## src/hw/rtl/swt_pkg.sv

```systemverilog
// Shared types and constants for the shell word tokenizer.
// No dependencies; used by every module of the block.
package swt_pkg;

  localparam int MAX_WORD_LEN = 4096;
  localparam int LEN_CAP_INT = (MAX_WORD_LEN - 1 > 4095) ? 4095 : MAX_WORD_LEN - 1;
  localparam logic [11:0] LEN_CAP = 12'(LEN_CAP_INT);
  localparam logic [7:0] WORD_COUNT_MAX = 8'd255;

  localparam int QUEUE_DEPTH = 4;
  localparam int QUEUE_AW = $clog2(QUEUE_DEPTH);

  localparam logic [7:0] CH_NUL = 8'h00;
  localparam logic [7:0] CH_SPACE = 8'h20;
  localparam logic [7:0] CH_TAB = 8'h09;
  localparam logic [7:0] CH_QUOTE = 8'h22;
  localparam logic [7:0] CH_BSLASH = 8'h5c;
  localparam logic [7:0] CH_STAR = 8'h2a;
  localparam logic [7:0] CH_QMARK = 8'h3f;

  localparam int FLAG_ESC = 0;
  localparam int FLAG_QUOTE = 1;
  localparam int FLAG_WILD = 2;

  typedef enum logic [1:0] {
    MODE_IDLE   = 2'd0,
    MODE_PLAIN  = 2'd1,
    MODE_QUOTED = 2'd2,
    MODE_SKIP   = 2'd3
  } mode_t;

  typedef enum logic [1:0] {
    KIND_CONTENT  = 2'd0,
    KIND_WORD_END = 2'd1,
    KIND_LINE_END = 2'd2
  } kind_t;

  typedef struct packed {
    kind_t       kind;
    logic [7:0]  content;
    logic [7:0]  word_number;
    logic [11:0] word_length;
    logic [2:0]  flags;
    logic [7:0]  words_in_line;
    logic        last;
  } res_t;

  typedef struct packed {
    logic [1:0] count;
    res_t       r0;
    res_t       r1;
  } push_t;

  function automatic res_t mk_content(logic [7:0] b, logic [7:0] wn);
    res_t r;
    r.kind = KIND_CONTENT;
    r.content = b;
    r.word_number = wn;
    r.word_length = 12'd0;
    r.flags = 3'd0;
    r.words_in_line = 8'd0;
    r.last = 1'b0;
    return r;
  endfunction

  function automatic res_t mk_word_end(logic [7:0] wn, logic [11:0] len, logic [2:0] fl);
    res_t r;
    r.kind = KIND_WORD_END;
    r.content = 8'd0;
    r.word_number = wn;
    r.word_length = len;
    r.flags = fl;
    r.words_in_line = 8'd0;
    r.last = 1'b0;
    return r;
  endfunction

  function automatic res_t mk_line_end(logic [7:0] wil);
    res_t r;
    r.kind = KIND_LINE_END;
    r.content = 8'd0;
    r.word_number = 8'd0;
    r.word_length = 12'd0;
    r.flags = 3'd0;
    r.words_in_line = wil;
    r.last = 1'b0;
    return r;
  endfunction

  function automatic logic [7:0] sat_inc8(logic [7:0] v);
    return (v < WORD_COUNT_MAX) ? 8'(v + 8'd1) : v;
  endfunction

endpackage

```

## src/hw/rtl/swt_scan.sv

```systemverilog
// Input register, scan state and per-byte result generation.
// Depends on swt_pkg; pushes up to two results per byte into swt_queue.
module swt_scan (
  input  logic              clk,
  input  logic              rst,
  input  logic              cfg_wr_en,
  input  logic [7:0]        cfg_wr_data,
  input  logic              in_valid,
  output logic              in_ready,
  input  logic [7:0]        text_byte,
  input  logic              room,
  output swt_pkg::push_t    push
);

  logic                  hold_valid;
  logic [7:0]            hold_byte;
  logic [7:0]            word_limit;
  swt_pkg::mode_t        scan_mode, scan_mode_next;
  logic                  escape_pending, escape_pending_next;
  logic [2:0]            word_flags, word_flags_next;
  logic [11:0]           length_count, length_count_next;
  logic [7:0]            word_count, word_count_next;
  logic                  fire;
  logic [7:0]            end_ch;
  logic [2:0]            wild;
  logic [11:0]           len_inc;
  swt_pkg::res_t         r0, r1;
  logic [1:0]            count;

  assign fire = hold_valid && room;
  assign in_ready = !hold_valid || fire;

  always_ff @(posedge clk) begin
    if (rst) begin
      hold_valid <= 1'b0;
    end else if (in_ready) begin
      hold_valid <= in_valid;
    end
    if (in_ready && in_valid) begin
      hold_byte <= text_byte;
    end
  end

  always_ff @(posedge clk) begin
    if (rst) begin
      word_limit <= 8'd0;
    end else if (cfg_wr_en) begin
      word_limit <= cfg_wr_data;
    end
  end

  always_ff @(posedge clk) begin
    if (rst) begin
      scan_mode <= swt_pkg::MODE_IDLE;
      escape_pending <= 1'b0;
      word_flags <= 3'd0;
      length_count <= 12'd0;
      word_count <= 8'd0;
    end else if (fire) begin
      scan_mode <= scan_mode_next;
      escape_pending <= escape_pending_next;
      word_flags <= word_flags_next;
      length_count <= length_count_next;
      word_count <= word_count_next;
    end
  end

  always_comb begin
    end_ch = (scan_mode == swt_pkg::MODE_QUOTED) ? swt_pkg::CH_QUOTE : swt_pkg::CH_SPACE;
    wild = 3'd0;
    wild[swt_pkg::FLAG_WILD] = (hold_byte == swt_pkg::CH_STAR) ||
                               (hold_byte == swt_pkg::CH_QMARK);
    len_inc = (length_count < swt_pkg::LEN_CAP) ? 12'(length_count + 12'd1) : length_count;

    scan_mode_next = scan_mode;
    escape_pending_next = escape_pending;
    word_flags_next = word_flags;
    length_count_next = length_count;
    word_count_next = word_count;
    count = 2'd0;
    r0 = swt_pkg::mk_content(hold_byte, word_count);
    r1 = swt_pkg::mk_line_end(word_count);

    if (hold_byte == swt_pkg::CH_NUL) begin
      if (scan_mode == swt_pkg::MODE_PLAIN || scan_mode == swt_pkg::MODE_QUOTED) begin
        r0 = swt_pkg::mk_word_end(word_count, length_count, word_flags);
        r1 = swt_pkg::mk_line_end(swt_pkg::sat_inc8(word_count));
        count = 2'd2;
      end else begin
        r0 = swt_pkg::mk_line_end(word_count);
        count = 2'd1;
      end
      scan_mode_next = swt_pkg::MODE_IDLE;
      escape_pending_next = 1'b0;
      word_flags_next = 3'd0;
      length_count_next = 12'd0;
      word_count_next = 8'd0;
    end else begin
      unique case (scan_mode)
        swt_pkg::MODE_SKIP: begin
        end
        swt_pkg::MODE_IDLE: begin
          if (hold_byte == swt_pkg::CH_SPACE || hold_byte == swt_pkg::CH_TAB) begin
          end else if (word_limit != 8'd0 && word_count >= word_limit) begin
            scan_mode_next = swt_pkg::MODE_SKIP;
          end else if (hold_byte == swt_pkg::CH_QUOTE) begin
            scan_mode_next = swt_pkg::MODE_QUOTED;
            word_flags_next = 3'd1 << swt_pkg::FLAG_QUOTE;
          end else if (hold_byte == swt_pkg::CH_BSLASH) begin
            scan_mode_next = swt_pkg::MODE_PLAIN;
            word_flags_next = 3'd1 << swt_pkg::FLAG_ESC;
            escape_pending_next = 1'b1;
          end else begin
            scan_mode_next = swt_pkg::MODE_PLAIN;
            word_flags_next = word_flags | wild;
            length_count_next = len_inc;
            count = 2'd1;
          end
        end
        default: begin
          if (escape_pending) begin
            escape_pending_next = 1'b0;
            word_flags_next = word_flags | wild;
            length_count_next = len_inc;
            count = 2'd1;
          end else if (hold_byte == swt_pkg::CH_BSLASH) begin
            word_flags_next = word_flags | (3'd1 << swt_pkg::FLAG_ESC);
            escape_pending_next = 1'b1;
          end else if (hold_byte == end_ch) begin
            r0 = swt_pkg::mk_word_end(word_count, length_count, word_flags);
            count = 2'd1;
            word_count_next = swt_pkg::sat_inc8(word_count);
            scan_mode_next = swt_pkg::MODE_IDLE;
            escape_pending_next = 1'b0;
            word_flags_next = 3'd0;
            length_count_next = 12'd0;
          end else begin
            word_flags_next = word_flags | wild;
            length_count_next = len_inc;
            count = 2'd1;
          end
        end
      endcase
    end

    r0.last = (count == 2'd1);
    r1.last = 1'b1;
    push.count = fire ? count : 2'd0;
    push.r0 = r0;
    push.r1 = r1;
  end

endmodule

```

## src/hw/rtl/swt_queue.sv

```systemverilog
// Result queue: per cycle, up to two results in, one beat out if out_ready.
// Depends on swt_pkg; fed by swt_scan.
module swt_queue (
  input  logic            clk,
  input  logic            rst,
  input  swt_pkg::push_t  push,
  output logic            room,
  output logic            out_valid,
  input  logic            out_ready,
  output swt_pkg::res_t   head,
  output logic [swt_pkg::QUEUE_AW:0] level
);

  swt_pkg::res_t                   entries [swt_pkg::QUEUE_DEPTH];
  logic [swt_pkg::QUEUE_AW-1:0]    wptr, rptr;
  logic [swt_pkg::QUEUE_AW:0]      level_next;
  logic                            pop;
  logic [swt_pkg::QUEUE_AW-1:0]    wptr1;

  assign pop = out_valid && out_ready;
  assign out_valid = (level != '0);
  assign head = entries[rptr];
  assign room = (level <= (swt_pkg::QUEUE_AW + 1)'(swt_pkg::QUEUE_DEPTH - 2));
  assign wptr1 = wptr + 1'b1;
  assign level_next = level + (swt_pkg::QUEUE_AW + 1)'(push.count)
                      - (swt_pkg::QUEUE_AW + 1)'(pop);

  always_ff @(posedge clk) begin
    if (rst) begin
      wptr <= '0;
      rptr <= '0;
      level <= '0;
    end else begin
      wptr <= wptr + swt_pkg::QUEUE_AW'(push.count);
      rptr <= rptr + swt_pkg::QUEUE_AW'(pop);
      level <= level_next;
    end
    if (push.count != 2'd0) begin
      entries[wptr] <= push.r0;
    end
    if (push.count == 2'd2) begin
      entries[wptr1] <= push.r1;
    end
  end

endmodule

```

## src/hw/rtl/shell_word_tokenizer_top.sv

```systemverilog
// An accepted byte is held in the input register and scanned; its result beats go
// to the result queue. Throughput: one byte per cycle while the queue has room; a
// line end that closes a word gives two beats, one per cycle while out_ready is
// high, through a four-entry result queue. Reset (rst, synchronous) returns the
// scan state to between words, clears word_limit and empties the queue.
module shell_word_tokenizer_top (
  input  logic        clk,
  input  logic        rst,
  input  logic        cfg_wr_en,
  input  logic [7:0]  cfg_wr_data,
  input  logic        in_valid,
  output logic        in_ready,
  input  logic [7:0]  text_byte,
  output logic        out_valid,
  input  logic        out_ready,
  output logic [1:0]  item_kind,
  output logic [7:0]  content,
  output logic [7:0]  word_number,
  output logic [11:0] word_length,
  output logic        had_escape,
  output logic        was_quoted,
  output logic        has_wildcard,
  output logic [7:0]  words_in_line,
  output logic        last_of_run
);

  swt_pkg::push_t                push;
  swt_pkg::res_t                 head;
  logic                          room;
  logic [swt_pkg::QUEUE_AW:0]    level;

  swt_scan u_scan (
    .clk         (clk),
    .rst         (rst),
    .cfg_wr_en   (cfg_wr_en),
    .cfg_wr_data (cfg_wr_data),
    .in_valid    (in_valid),
    .in_ready    (in_ready),
    .text_byte   (text_byte),
    .room        (room),
    .push        (push)
  );

  swt_queue u_queue (
    .clk       (clk),
    .rst       (rst),
    .push      (push),
    .room      (room),
    .out_valid (out_valid),
    .out_ready (out_ready),
    .head      (head),
    .level     (level)
  );

  assign item_kind = head.kind;
  assign content = head.content;
  assign word_number = head.word_number;
  assign word_length = head.word_length;
  assign had_escape = head.flags[swt_pkg::FLAG_ESC];
  assign was_quoted = head.flags[swt_pkg::FLAG_QUOTE];
  assign has_wildcard = head.flags[swt_pkg::FLAG_WILD];
  assign words_in_line = head.words_in_line;
  assign last_of_run = head.last;

`ifndef SYNTHESIS
  a_level_bound: assert property (@(posedge clk) disable iff (rst)
    level <= (swt_pkg::QUEUE_AW + 1)'(swt_pkg::QUEUE_DEPTH))
    else $error("result queue overfilled");

  a_pair_on_line_end: assert property (@(posedge clk) disable iff (rst)
    push.count == 2'd2 |-> push.r1.kind == swt_pkg::KIND_LINE_END &&
                           push.r0.kind == swt_pkg::KIND_WORD_END)
    else $error("two results pushed for a byte other than a word-closing line end");

  a_line_end_last: assert property (@(posedge clk) disable iff (rst)
    out_valid && item_kind == swt_pkg::KIND_LINE_END |-> last_of_run)
    else $error("line end beat not marked last of run");

  a_no_push_when_full: assert property (@(posedge clk) disable iff (rst)
    !room |-> push.count == 2'd0)
    else $error("result pushed without queue room");
`endif

endmodule
```

## config.mk

```make
export PLATFORM = sky130hd
export DESIGN_NAME = shell_word_tokenizer_top
export DESIGN_NICKNAME = d
export VERILOG_FILES = /design/src/hw/rtl/swt_pkg.sv /design/src/hw/rtl/swt_scan.sv /design/src/hw/rtl/swt_queue.sv /design/src/hw/rtl/shell_word_tokenizer_top.sv
export SDC_FILE = /design/constraint.sdc
export NUM_CORES = 1
export LEC_CHECK = 0
export BUFFER_PORTS_ARGS = -buffer_cell sky130_fd_sc_hd__buf_2
export CORE_UTILIZATION = 55
export CTS_CLUSTER_DIAMETER = 50
export DETAILED_ROUTE_END_ITERATION = 8
export GPL_ROUTABILITY_DRIVEN = 0
export GPL_TIMING_DRIVEN = 0
export PLACE_DENSITY = 0.77
export SETUP_SLACK_MARGIN = 0.02
export SLEW_MARGIN = 0
export SYNTH_ARGS = -nofsm -noshare
export SYNTH_HDL_FRONTEND = slang
export SYNTH_SLANG_ARGS = --single-unit
```

## constraint.sdc

```tcl
create_clock -name clk -period 2.9 [get_ports clk]
set_input_delay 0.29 -clock clk [delete_from_list [all_inputs] [get_ports clk]]
set_output_delay 0.29 -clock clk [all_outputs]
set_load 0.02 [all_outputs]
```

* Word level (Yosys, flattened, before mapping)
Memory sizes are Yosys's and may differ from the RTL's. A register that Yosys moved wholly into a read port is not among the register bits. Index checks and enable logic that the tools add are counted.
Cells by class: add/subtract/negate cells 7, multiply operators 0, divide/modulo/power cells 0, $lt $le $gt $ge 4, equality and inequality tests 25, shift-type cells 0, multiplexer cells 64, bitwise operators 1, reductions and logical operators 23
Operators with widths (count):
- $mux 42 | 6
- $mux 12 | 9
- $mux 8 | 6
- $mux 41 | 1
- $eq 8x6->1 const B | 4
- $mux 2 | 16
- $mux 3 | 8
- $pmux 12 s2 | 1
- $ne 3x2->1 const B | 5
- $add 12x1->12 const B | 1
- $lt 12x12->1 const B | 1
- $mux 1 | 12
- $reduce_and 6->1 | 2
- $reduce_and 5->1 | 2
- $mux 9 | 1
- $add 8x1->8 const B | 1
- $eq 8x4->1 const B | 1
- $eq 8x7->1 const B | 1
- $eq 8x8->1 | 1
- $ge 8x8->1 | 1
- $logic_not 8->1 | 1
- $lt 8x8->1 const B | 1
- $pmux 2 s2 | 2
- $reduce_bool 8->1 | 1
- 25 further kinds | 39
Storage, ports and cells: bits in registers 50, latch bits 0, bits in writable memories 168, ROM bits 0, memories 1
Memory list:
- u_queue.entries | depth 4, bits a word 42, read ports 1, clocked after memory_dff 1, write ports 2, RTL line swt_queue.sv:14 | swt_pkg::res_t entries [swt_pkg::QUEUE_DEPTH];

* Longest topological paths before layout
Gate-level depths: netlist of the first run.
word-level depth 11, depth in mapped cells 16

* By module
From an unflattened synthesis of the first run, not the netlist that was laid out.
Unflattened totals: cells, all modules 863, area, all modules 11916.4 um2
By module, submodules not included:
- swt_queue | instances 1, cells an instance 458, area each 8652.0 um2, seq. area each 5185.0 um2
- swt_scan | instances 1, cells an instance 405, area each 3264.4 um2, seq. area each 940.9 um2

* Worst setup path after synthesis of the first run
No wires, ideal clock.
path type register -> register, from reg u_scan.word_count[1], to reg u_queue.level[2] (netlist bit), data arrival time 3.114 ns, data required time 2.772 ns, path slack -0.341 ns, cell stages (with the launch flop) 16, buffers on the path 0, clock period less this slack 3.241 ns, cells stage by stage dfxtp_1 ha_1 nor2b_1 o211a_1 o311ai_1 nand3_1 o21ai_0 o211ai_1 ha_1 inv_1 ha_1 inv_1 fa_1 xnor2_1 xnor2_1 nor2_1
Between the ends: longest elaborated chain between the ends 9
RTL lines:
- start: declaration | RTL line swt_scan.sv:22 | logic [7:0] word_count, word_count_next;
- start signal: assignment | RTL line swt_scan.sv:64 | word_count <= word_count_next;
- $ge 8x8->1 | RTL line swt_scan.sv:104 | end else if (word_limit != 8'd0 && word_count >= word_limit) begin
- $logic_and 1x1->1 | RTL line swt_scan.sv:104
- $mux 2 | RTL line swt_scan.sv:104
- $mux 2 | RTL line swt_scan.sv:103 | if (hold_byte == swt_pkg::CH_SPACE || hold_byte == swt_pkg::CH_TAB) begin
- $pmux 2 s2 | RTL line swt_scan.sv:99 | unique case (scan_mode)
- $mux 2 | RTL line swt_scan.sv:84 | if (hold_byte == swt_pkg::CH_NUL) begin
- $mux 2 | RTL line swt_scan.sv:148 | push.count = fire ? count : 2'd0;
- $add 3x2->3 | RTL line swt_queue.sv:25 | assign level_next = level + (swt_pkg::QUEUE_AW + 1)'(push.count)
- $sub 3x1->3 | RTL line swt_queue.sv:26 | - (swt_pkg::QUEUE_AW + 1)'(pop);
- end signal: assignment | RTL line swt_queue.sv:36 | level <= level_next;
- end: declaration | RTL line swt_queue.sv:11 | output logic [swt_pkg::QUEUE_AW:0] level
No other way between the ends. A chain may end at the register's enable or synchronous reset.

* Final worst setup path of the first run
from reg u_scan.word_count[0], to reg u_queue.level[2] (netlist bit)
The elaborated chain is that of the path after synthesis.

==> impl_metrics.toml, run 1 <==
[sta]
finalSetupViolCount = 7
max_freq_ghz = 0.309
finalCriticalPeriod_ps = 3240
post-route-period-util = 1.12
worst_pin_slew_ps = 849
hold_ws_ps = 15.9
hold_violations = 0
fin_worst_skew_ps = 22.7
tns_ps = -889
timing.final.ws_setup_ps = -336
rsz0062_at_grt = "yes"
maxSlewViolCount = 0
maxSlewHeadroom = 0.434

[grt]
use_met3 = 0.0567
use_met1 = 0.434
grt_pass1_wl_um = 51100
grt_pass1_vias = 9510
track_usage = 0.329
top_usage_layer = "met2"
grtUsageMet2 = 0.539
antenna_found_initial = 0
grt_max_degree = 14
overflow = 0

[yosys]
synthCells = 1128
synth_top_family_by_area = "compound AO/OA/AOI/OAI gates"
synth.mux.area_fraction = 0.105
synth_area_sq_um = 10600
yosysMostFrequentCell = "dfxtp_1"
ys_warn_count = 0
yosysSeqAreaShare = 0.448
synthFlopType = "dfxtp_1"
synth_fa_ha_area_frac = 0.0230
yosys.area_share.simple = 0.139
synth.top_cell.area_share = 0.335
ys_types = 61
avgSynthCellArea_sq_um = 9.44
synth_area_leader_cell = "dfxtp_1"
synth_xor_area_frac = 0.00576
synthArstFlopShare = 0
synth_edf_count = 40
yosys-top-cells-area = "dfxtp_1, edfxtp_1, mux4_2, o21ai_0, o31ai_1"
yosys-top-cells-count = "dfxtp_1, o21ai_0, a21oi_1, clkbuf_1, nand3_1"
synth_compound_area_frac = 0.231
ys_ff_latch = 218
synth_fp_nets = 1168

[cts]
clk_pin_slew_worst_paths_ps = 60
cts.path.max_buffers = 3
htree_levels = 1
clkLatencyLatePin_ps = 530
clock-sinks = 218
cts_made_buffers = 25
tritoncts = "yes"
cts_root_buffer = "clkbuf_16"

[pwr]
pwr-share-comb = 0.257
finalPower_mw = 8.90
p_int_mw = 6.03
clkPwrFrac = 0.350
p_per_area_nw_per_um2 = 706
switching_share = 0.322
p_sw_mw = 2.87
p_seq_frac = 0.393
ir_drop_v = 0.000570
power_leakage_nw = 4.54

[worst_setup_path]
critPathLaunchType = "register"
critPathCaptureType = "register"
cp.required_ps = 3290
crit_fanout = 4
worstSetupPathType = "register to register"
arrival_ps = 3620

[detailed_routing]
drtIter0Drc = 1134
vias = 9949
wl_per_cell_um = 21.6
wl_um = 32800
antenna_left = 0
drt_first_pass_iters = 5
drc = 0
viasPerCell = 6.55

[layout]
final-instance-count-excl-fill = 1519
area_growth_pct = 18.4
fillCellCount = 1513
antenna_cells = 0
nNetsFinal = 1280
multiInputGateArea_sq_um = 5590
final_layout_size_suffix_gt1_frac = 0.212
seq_area_sq_um = 4780
stdcell_area_sq_um = 12600

[die]
core_sq_um = 18800
fp.dieH_um = 141
ios = 65
rows = 50
start_util = 0.565
die_area_sq_um = 19900
die_w_um = 141

[place]
port_buffers = 63
placed_area_sq_um = 11300
placed_cells = 1451
hpwl_um = 22600

[flow_run]
maxCapViolations = 0

[status]
violations = "setup timing"
outcome = "complete, but fails checks"

[min_path]
hold_class = "primary input to register"
[layer usage]
metal	routed length, um	vias up
met5	0	-
met2	15400	604
met1	12800	4778
met4	1120	0
li1	-	4476
met3	3490	91
[logic make-up after synthesis]
family | Yosys count
compound gates | 389
simple gates | 304
flops | 218
buf+inv | 132
mux | 59
fa+ha+maj | 19
xor+xnor | 7
[through the flow]
step	worst slack (ps)	util
floorplan	-115	-
global placement	-576	0.602
detailed placement	-678	0.602
CTS	-225	0.661
global route	-409	0.669
finish	-336	0.669
[sequential cells by signal, indices dropped and copies added (netlist names)]
register and count:
u_scan.hold_valid 1, u_queue.wptr 2, u_scan.word_count 8, u_scan.hold_byte 8, u_scan.length_count 12, u_queue.rptr 2
u_queue.entries 168, u_scan.scan_mode 2, u_queue.level 3, u_scan.word_limit 8, u_scan.word_flags 3, u_scan.escape_pending 1
[power by group through the flow]
stage | logic (mW) | clock network, mW | registers [mW]
floorplan | 1.51 | 0 | 3.49
global placement | 2.07 | 0 | 3.52
detailed placement | 2.10 | 0 | 3.54
CTS | 2.20 | 3.12 | 3.49
global route | 2.44 | 3.26 | 3.52
finish | 2.29 | 3.11 | 3.49
[critical path, stage by stage (launching register included)]
cell and delay, ps:
dfxtp_4 340, inv_2 100, ha_1 210, nor2b_4 50
o211a_1 220, o311ai_2 330, nand3_1 200, o21ai_2 190
o211ai_1 200, ha_1 340, inv_1 60, ha_2 160
inv_2 40, fa_2 340, xnor2_2 140, xnor2_1 130
nor2_1 50
[cells in the final DEF, fill, tap and decap left out, drive strengths merged, types with 18 or more instances in the layout]
master and instances:
inv 26, o31ai 71, nand3 84, mux4 42, edfxtp 40, nand2 64
o21ai 114, nor2 73, a21oi 85, ha 18, buf 113, dfxtp 178
clkbuf 108, o211ai 68
[what timing repair did]
action / 4_1_cts / 5_1_grt
buffers inserted: 15 / 8
gates resized for setup: 56 / 63
hold buffers: 8 / 0
endpoints found under the setup margin: 235 / 196
hold endpoints to repair: 8 / 0
pin swaps: 14 / 9
[worst paths after layout]
check,slack [ps],cells past startpoint,startpoint,end
setup / recovery,-340,16,u_scan.word_count[0]$_SDFFE_PP0P_,u_queue.level[2]$_SDFF_PP0_
hold / removal,20,3,in_valid,u_scan.hold_valid$_SDFFE_PP0N_
setup reg to reg,-340,16,u_scan.word_count[0]$_SDFFE_PP0P_,u_queue.level[2]$_SDFF_PP0_
hold reg to reg,460,2,u_queue.entries[3][0]$_SDFFE_PP1N_,u_queue.entries[3][0]$_SDFFE_PP1N_
[area by class of cell]
type,count,share of cell area
sequential,218,0.379
inverter,23,0.00705
clock buffer,37,0.0572
multi-input combinational,778,0.443
tap,260,0.0258
buffer,104,0.0374
clock inverter,9,0.00715
timing repair buffer,90,0.0427
No activity file was read; power rests on OpenSTA's default activity.
==> run 2, diff against run 1 <==
Settings changed: SKIP_LAST_GASP set to 1.
==> run 2 against run 1 <==
Compared with the run above: the run still ends with setup timing left; die area is the same; worst setup slack improved by 29 ps; maximum frequency grew 0.91%; register-to-register slack gained 30 ps; first-iteration DRC count increased by 7.3%; non-clock buffer count fell by 1; critical path depth unchanged; sequential cell count unchanged; highest routed layer unchanged.
==> impl_metrics.toml, run 2 (synthesized netlist as in run 1, its figures left out) <==
[sta]
maxSlewHeadroom = 0.445
max_freq_ghz = 0.312
rsz0062_at_grt = "yes"
post-route-period-util = 1.11
finalCriticalPeriod_ps = 3210
maxSlewViolCount = 0
hold_ws_ps = 18.1
hold_violations = 0
finalSetupViolCount = 15
fin_worst_skew_ps = 25.2
timing.final.ws_setup_ps = -307
worst_pin_slew_ps = 833

[detailed_routing]
drt_first_pass_iters = 6
vias = 9928
viasPerCell = 6.54
drc = 0
antenna_left = 0
wl_um = 32700
drtIter0Drc = 1217
wl_per_cell_um = 21.5

[cts]
clkLatencyLatePin_ps = 530
cts_root_buffer = "clkbuf_16"
cts_made_buffers = 25
clock-sinks = 218
clk_pin_slew_worst_paths_ps = 60
cts.path.max_buffers = 3
tritoncts = "yes"
htree_levels = 1

[pwr]
p_int_mw = 6.03
p_seq_frac = 0.393
switching_share = 0.322
power_leakage_nw = 4.54
p_sw_mw = 2.87
p_per_area_nw_per_um2 = 707
clkPwrFrac = 0.350
ir_drop_v = 0.000568
pwr-share-comb = 0.257

[worst_setup_path]
crit_family = "adder cells"
regToRegSetupSlack_ps = -310
crit_path_max_incr_delay_ps = 340
critPathCaptureType = "register"
path_buf_inv = 3
path_cells = "inv_2 > ha_1 > nor2b_4 > o211a_1 > o311ai_2 > nand3_1 > o21ai_2 > o211ai_1 > ha_1 > inv_1 > ha_2 > inv_2 > fa_2 > xnor2_2 > xnor2_1 > nor2_1"
critPathLaunchType = "register"
crit_fanout = 4
cp.required_ps = 3280
critPathSlowestCell = "dfxtp_4"
worstSetupPathType = "register to register"
arrival_ps = 3590

[layout]
area_growth_pct = 18.2
final-instance-count-excl-fill = 1518
reg_top3 = "u_queue.entries x168, u_scan.length_count x12"
final_layout_size_suffix_gt1_frac = 0.211
antenna_cells = 0
nNetsFinal = 1279
layout.cells.most_common = "dfxtp_1"
largest_reg_flops = 168
final_cell_mix = "dfxtp_1, o21ai_0, buf_2"
stdcell_area_sq_um = 12600
largest_register = "u_queue.entries"
fillCellCount = 1521

[grt]
grt_pass1_wl_um = 51100
use_met1 = 0.433
use_met3 = 0.0571
grt_max_degree = 14
grt_pass1_vias = 9514
top_usage_layer = "met2"
antenna_found_initial = 0
overflow = 0
track_usage = 0.329
grtUsageMet2 = 0.540

[flow_run]
maxCapViolations = 0

[die]
die_area_sq_um = 19900
fp.dieH_um = 141
ios = 65
core_sq_um = 18800
start_util = 0.565
die_w_um = 141
rows = 50

[status]
outcome = "complete, but fails checks"
violations = "setup timing"

[place]
post-place-ws_ps = -678
hpwl_um = 22600
placed_cells = 1451
port_buffers = 63
placed_area_sq_um = 11300

[min_path]
hold_class = "primary input to register"
==> run 2: changes by cell type in the layout (fill, tap and decap cells not counted) <==
cell / previous run / this run
buf_2: 91 / 89
clkbuf_4: 2 / 3
nand2_1: 58 / 57
nand2_2: 2 / 3
nor2_2: 7 / 9
nor2_4: 3 / 1
o21ai_0: 108 / 110
o21ai_1: 5 / 3
o31ai_1: 69 / 70
o31ai_2: 1 / 0
==> run 2: worst paths after layout <==
kind	from	endpoint	cells past startpoint
setup / recovery	u_scan.word_count[0]$_SDFFE_PP0P_	u_queue.level[2]$_SDFF_PP0_	16
hold / removal	in_valid	u_scan.hold_valid$_SDFFE_PP0N_	3
setup reg to reg	u_scan.word_count[0]$_SDFFE_PP0P_	u_queue.level[2]$_SDFF_PP0_	16
hold reg to reg	u_queue.entries[3][0]$_SDFFE_PP1N_	u_queue.entries[3][0]$_SDFFE_PP1N_	2
==> run 2: worst reg2reg max path: cells and delay by family, from the launching register on <==
family | cells | cell delay, ps
flip-flops | 1 | 340
XOR/XNOR | 2 | 270
buffers and inverters | 3 | 200
AND/OR/NAND/NOR | 3 | 290
AO/OA/AOI/OAI | 4 | 920
adder cells (fa/ha/maj) | 4 | 1060
==> run 2: metal layers <==
metal  share of wire  vias up
met5               0        -
met4           0.036        0
met3            0.11       94
met2            0.47      589
met1            0.39     4761
li1                -     4484
==> run 2: repair_timing <==
item	4_1_cts	5_1_grt
resized for setup	55	59
buffers inserted	15	8
hold buffers	8	0
endpoints found under the hold margin	8	0
pin swaps	14	9
setup endpoints to repair	235	206
==> run 2: layout make-up <==
type / instances / area (sq um) / area share
Multi-Input combinational cell: 778 / 5570 / 0.443
Tap cell: 260 / 325 / 0.0259
Buffer: 103 / 469 / 0.0373
Timing Repair Buffer: 90 / 538 / 0.0428
Clock buffer: 37 / 721 / 0.0573
Clock inverter: 9 / 90.1 / 0.00716
Inverter: 23 / 88.8 / 0.00706
Sequential cell: 218 / 4780 / 0.380
==> run 2: through the flow <==
step | setup TNS (ps) | utilization | power (mW)
6_report | -1040 | 0.668 | 8.89
3_5_place_dp | -67190 | 0.602 | 5.64
3_3_place_gp | -62540 | 0.602 | 5.59
5_1_grt | -2110 | 0.668 | 9.22
4_1_cts | -332 | 0.661 | 8.80
2_1_floorplan | -115 | - | 4.99
==> run 2: power groups by stage <==
stage / sequential (mW) / combinational [mW] / clock, mW
after floorplan: 3.49 / 1.51 / 0
after global placement: 3.52 / 2.07 / 0
after detailed placement: 3.54 / 2.10 / 0
after CTS: 3.49 / 2.20 / 3.12
after global routing: 3.52 / 2.44 / 3.27
final: 3.49 / 2.28 / 3.12
